==> config.mk <==
export PLATFORM = sky130hd
export DESIGN_NAME = sfce_ctrl
export DESIGN_NICKNAME = d
export VERILOG_FILES = /design/src/rtl/core/sfce_pkg.sv /design/src/rtl/core/sfce_ctrl.sv
export SDC_FILE = /design/constraint.sdc
export NUM_CORES = 1
export LEC_CHECK = 0
export ABC_AREA = 1
export BUFFER_PORTS_ARGS = -buffer_cell sky130_fd_sc_hd__buf_2
export CORE_AREA = 2 2 39 41
export CTS_CLUSTER_SIZE = 24
export DETAILED_ROUTE_END_ITERATION = 10
export DIE_AREA = 0 0 41 43
export PLACE_DENSITY = 0.45
export SETUP_SLACK_MARGIN = 0.3
export SYNTH_ARGS = -nofsm -noshare
export SYNTH_HDL_FRONTEND = slang
export SYNTH_SLANG_ARGS = --single-unit
==> constraint.sdc <==
create_clock -name clk_i -period 1.7 [get_ports clk_i]
set_input_delay 0.17 -clock clk_i [delete_from_list [all_inputs] [get_ports clk_i]]
set_output_delay 0.17 -clock clk_i [all_outputs]
set_load 0.005 [all_outputs]
==> src/rtl/core/sfce_pkg.sv <==
package sfce_pkg;

  // Event kinds on the mode input.
  localparam logic [1:0] MODE_BYTE = 2'd0;
  localparam logic [1:0] MODE_FALL = 2'd1;
  localparam logic [1:0] MODE_RISE = 2'd2;

  // Flash command codes.
  localparam logic [7:0] CMD_PROGRAM  = 8'h02;
  localparam logic [7:0] CMD_READ     = 8'h03;
  localparam logic [7:0] CMD_STATUS   = 8'h05;
  localparam logic [7:0] CMD_ERASE_4K = 8'h20;

  localparam int unsigned SectorBits = 12;
  localparam logic [24:0] SectorBytes = 25'h1000;
  localparam logic [24:0] PosMax = 25'h1FFFFFF;
  localparam logic [7:0] ErasedByte = 8'hFF;

  // Commands from the controller to the datapath.
  typedef struct packed {
    logic capture;     // latch the incoming event
    logic exec;        // apply the latched event to the transaction state
    logic out_direct;  // issue a result word from the decoded reply
    logic out_mem;     // issue a result word from the array read data
    logic erase_load;  // load the sweep address with the sector base
    logic sweep_wr;    // write the erased value at the sweep address
  } ctrl_cmd_t;

  // Status from the datapath to the controller.
  typedef struct packed {
    logic exch;
    logic read_hit;
    logic erase_go;
    logic sweep_end_erase;
    logic sweep_end_clear;
  } dp_status_t;

endpackage

==> src/rtl/core/sfce_ctrl.sv <==
module sfce_ctrl (
  input  logic                   clk_i,
  input  logic                   rst_ni,
  input  logic                   start,
  output logic                   busy,
  input  sfce_pkg::dp_status_t   status_i,
  output sfce_pkg::ctrl_cmd_t    cmd_o
);
  import sfce_pkg::*;

  localparam logic [2:0] ST_CLEAR  = 3'd0;
  localparam logic [2:0] ST_IDLE   = 3'd1;
  localparam logic [2:0] ST_DECODE = 3'd2;
  localparam logic [2:0] ST_RESP   = 3'd3;
  localparam logic [2:0] ST_ERASE  = 3'd4;

  logic [2:0] state_q, state_d;

  assign busy = (state_q != ST_IDLE);

  always_comb begin
    state_d = state_q;
    cmd_o   = '0;
    case (state_q)
      ST_CLEAR: begin
        cmd_o.sweep_wr = 1'b1;
        if (status_i.sweep_end_clear) begin
          state_d = ST_IDLE;
        end
      end
      ST_IDLE: begin
        if (start) begin
          cmd_o.capture = 1'b1;
          state_d       = ST_DECODE;
        end
      end
      ST_DECODE: begin
        cmd_o.exec = 1'b1;
        if (status_i.read_hit) begin
          state_d = ST_RESP;
        end else if (status_i.exch) begin
          cmd_o.out_direct = 1'b1;
          state_d          = ST_IDLE;
        end else if (status_i.erase_go) begin
          cmd_o.erase_load = 1'b1;
          state_d          = ST_ERASE;
        end else begin
          state_d = ST_IDLE;
        end
      end
      ST_RESP: begin
        cmd_o.out_mem = 1'b1;
        state_d       = ST_IDLE;
      end
      ST_ERASE: begin
        cmd_o.sweep_wr = 1'b1;
        if (status_i.sweep_end_erase) begin
          state_d = ST_IDLE;
        end
      end
      default: begin
        state_d = ST_IDLE;
      end
    endcase
  end

  always_ff @(posedge clk_i or negedge rst_ni) begin
    if (!rst_ni) begin
      state_q <= ST_CLEAR;
    end else begin
      state_q <= state_d;
    end
  end

  // A read that hits the array always takes the response cycle next.
  a_read_resp: assert property (@(posedge clk_i) disable iff (!rst_ni)
    (state_q == ST_DECODE && status_i.read_hit) |=> cmd_o.out_mem)
    else $error("read hit did not reach the response cycle");

  // No word is issued while the array is being swept.
  a_no_out_sweep: assert property (@(posedge clk_i) disable iff (!rst_ni)
    cmd_o.sweep_wr |-> !(cmd_o.out_direct || cmd_o.out_mem || cmd_o.capture))
    else $error("output or capture during a sweep");

  // An erase sweep is only entered through a sector load.
  a_erase_entry: assert property (@(posedge clk_i) disable iff (!rst_ni)
    $rose(state_q == ST_ERASE) |-> $past(cmd_o.erase_load))
    else $error("erase sweep without sector load");

endmodule

[After elaboration in Yosys (flattened, before gate mapping)]
Cells that the tools add are included.
Operators by class
  equality and inequality tests: 8
  mux-type cells: 18
  reductions and logical operators: 3
Operators by type and width (count)
  two-way mux 3 bit: 6
  one-hot mux 3 bit (4 select lines): 1
  two-way mux 1 bit: 10
  equality test 3 x 2 -> 1 bit, second input constant: 2
  inequality test 2 bit, second input constant: 3
  equality test 3 x 1 -> 1 bit, second input constant: 1
  equality test 3 bit, second input constant: 1
  zero test 3 bit: 1
  inequality test 3 x 1 -> 1 bit, second input constant: 1
  AND reduction 3 bit: 1
  two-way mux 2 bit: 1
  OR reduction 2 bit: 1
Storage, ports and cells
  bits in registers: 3
  input bits: 8
  output and inout port bits: 7
  word-level logic and storage cells: 30

[Depth between registers and ports, before layout]
  depth in word-level cells: 4
  mapped depth: 6
  mapped depth without buffers: 6

[Least setup slack after synthesis]
OpenSTA, ideal clock, no wires.
  kind: reg-to-output
  start point: reg state_q[2]
  end point: out cmd_o[1] (netlist name)
  data arrival time: 0.803 ns
  data required time: 1.530 ns
  slack: 0.727 ns
  stages on the path, launching flop included: 6
  cell sequence: dfrtp_1 > inv_1 > nand2_1 > nor2_2 > nand2_2 > inv_1
RTL lines
  start, declared: line sfce_ctrl.sv:17  | logic [2:0] state_q, state_d;
  start signal, assigned: line sfce_ctrl.sv:71  | state_q <= state_d;
  end, declared: line sfce_ctrl.sv:7  | output sfce_pkg::ctrl_cmd_t cmd_o

==> impl_metrics.py <==
metrics = {
    "status": {
        "status": "finished clean",
    },
    "grt": {
        "grt_pass1_vias": 198,
        "grtUsageTotal": 0.0714,
        "grt_max_degree": 6,
        "grt.overflow.total": 0,
        "grt_pass1_wl_um": 772,
        "antenna_found_initial": 0,
    },
    "floorplan": {
        "die_h_um": 43,
        "die_w_um": 41,
        "rows": 14,
        "die_area_um2": 1760,
        "ios": 15,
        "fp.coreArea_um2": 1380,
        "start_util": 0.143,
    },
    "cts": {
        "cts.sinks": 3,
        "clock_path_buffers": 2,
        "insertion_delay_ns": 0.23,
        "cts_setup_buffers": 0,
        "clkSlewWorstSetupHoldPaths_ns": 0.04,
        "cts_root_buf": "clkbuf_4",
        "cts_buffers": 3,
        "cts_tree": "done",
        "htree_levels": 1,
    },
    "route": {
        "ant_nets": 0,
        "drt-initial-drc-count": 4,
        "vias": 244,
        "post_drt_wl_per_cell_um": 7.73,
        "drtPass1Iterations": 2,
        "routed_wirelength_um": 510,
        "drc_errors": 0,
        "vias_per_cell": 3.70,
    },
    "final_layout": {
        "largest_reg_flops": 3,
        "reg_top3": "state_q: 3 flops",
        "nFillCells": 168,
        "top_register": "state_q",
        "fin_nets": 59,
        "antenna-diode-count": 0,
        "seqCellArea_um2": 75.1,
        "multiInputGateArea_um2": 111,
        "fin_util": 0.240,
        "synthToLayoutAreaGrowth_pct": 67.7,
        "drive_above_1_share": 0.460,
    },
    "min_path": {
        "hp-class": "in -> reg",
        "whs_path_depth": 4,
        "holdPathEnd": "state_q[0]$_DFFE_PN0P_",
        "hold_start": "start",
    },
    "setup_path": {
        "reg2reg_depth": 4,
        "worstSetupPathType": "reg -> out",
        "r2r_slack_ns": 0.66,
        "crit_path_end_kind": "primary output",
        "cp-start-kind": "flop",
        "crit_required_ns": 1.53,
        "r2r-start": "state_q[0]$_DFFE_PN0P_",
        "critPathArrivalTime_ns": 1.14,
        "crit_path_max_fanout": 5,
        "reg2reg_to": "state_q[0]$_DFFE_PN0P_",
    },
    "power_and_ir_drop": {
        "p_leak_nw": 0.204,
        "p_per_area_nw_per_um2": 1450,
        "vdd.ir_drop.worst_mv": 0.330,
    },
    "sta": {
        "timing.final.crit_share": 0.772,
        "setup-violations-final": 0,
        "rsz0062_at_grt": "false",
        "holdWs_ns": 0.209,
        "slew_headroom": 0.851,
        "skew_ns": 0.00382,
        "fmax_mhz": 762,
        "finalHoldViolations": 0,
        "fin_crit_ns": 1.31,
        "worst_pin_slew_ns": 0.224,
        "maxSlewViolCount": 0,
        "finalSetupTns_ns": 0,
    },
    "logic_synthesis": {
        "synth_fp_nets": 39,
        "synth_cells": 31,
        "ys_seq_elements": 3,
        "yosysSeqAreaShare": 0.380,
        "syn_area_per_cell_um2": 6.38,
        "synthesis.area_um2": 198,
        "ys_types": 9,
        "yosys_warnings": 0,
    },
    "placed_design": {
        "finalWeightedCongestion": 0.717,
        "dp_hpwl_um": 400,
        "port_buffers": 14,
    },
    "flow_run": {
        "maxCapViolCount": 0,
    },
}
placed cells by master (no fill, tap or decap), drive strengths merged:
cell type    instances
nor4                 1
buf                 14
a21oi                1
dlygate4sd3          1
dfrtp                3
inv                  5
nand2               11
clkbuf               4
nor2                 7
nand3                3
what timing repair did:
action	in CTS	in global routing
resized for setup	0	3
endpoints found under the hold margin	3	0
hold buffers	1	0
endpoints found under the setup margin	0	1
per-stage QoR:
stage	instance area [µm²]	total power, W	worst slack (ns)	cells
after floorplan	198	0.000256	0.727	31
after global placement	288	0.000342	0.596	61
after detailed placement	288	0.000340	0.606	61
after CTS	324	0.000476	0.349	66
after global routing	332	0.000538	0.318	66
final	332	0.000481	0.388	66
per-layer routing:
| metal | routed length [µm] | vias to the layer above | track usage |
|---|---|---|---|
| met5 | 0 | - | 0 |
| li1 | - | 131 | - |
| met3 | 43 | 0 | 0.0628 |
| met1 | 244 | 106 | 0.0809 |
| met4 | 0 | 0 | 0.0400 |
| met2 | 222 | 7 | 0.0875 |
synthesized netlist by cell type, drive strengths merged:
master,number,area (µm²)
nand3,3,15.0
a21oi,1,5.00
dfrtp,3,75.1
nor2,7,28.8
inv,5,18.8
nor4,1,6.26
nand2,11,48.8
cells by family after synthesis:
kind of cell | synth area share
flops | 0.380
buf+inv | 0.0949
simple gates | 0.500
compound gates | 0.0253
worst max path at each step:
stage / from / to / slack, ns
floorplan: state_q[2]$_DFFE_PN0P_ / cmd_o[1] / 0.73
global placement: state_q[2]$_DFFE_PN0P_ / cmd_o[1] / 0.60
detailed placement: state_q[2]$_DFFE_PN0P_ / cmd_o[1] / 0.61
CTS: state_q[2]$_DFFE_PN0P_ / cmd_o[1] / 0.35
global route: state_q[2]$_DFFE_PN0P_ / cmd_o[1] / 0.32
finish: state_q[2]$_DFFE_PN0P_ / cmd_o[1] / 0.39
report_power, final:
part | internal, W | leakage (nW) | switching [W]
Combinational | 0.0000974 | 0.151 | 0.000124
Sequential | 0.0000971 | 0.0376 | 0.0000370
Clock | 0.0000881 | 0.0150 | 0.0000380
Total | 0.000282 | 0.204 | 0.000199
cell type report:
type                            instances  area share
Inverter                                5      0.0566
Timing Repair Buffer                   15       0.242
Multi-Input combinational cell         23       0.336
Tap cell                               16      0.0604
Clock buffer                            4      0.0792
Sequential cell                         3       0.226
critical path: stages, from the launching register on:
cell and delay [ns]:
dfrtp_1 0.42, inv_2 0.08, nand2_2 0.07, nor2_4 0.13, nand2_2 0.07, inv_1 0.05
buf_2 0.10
Power figures use the tool's default switching activity.
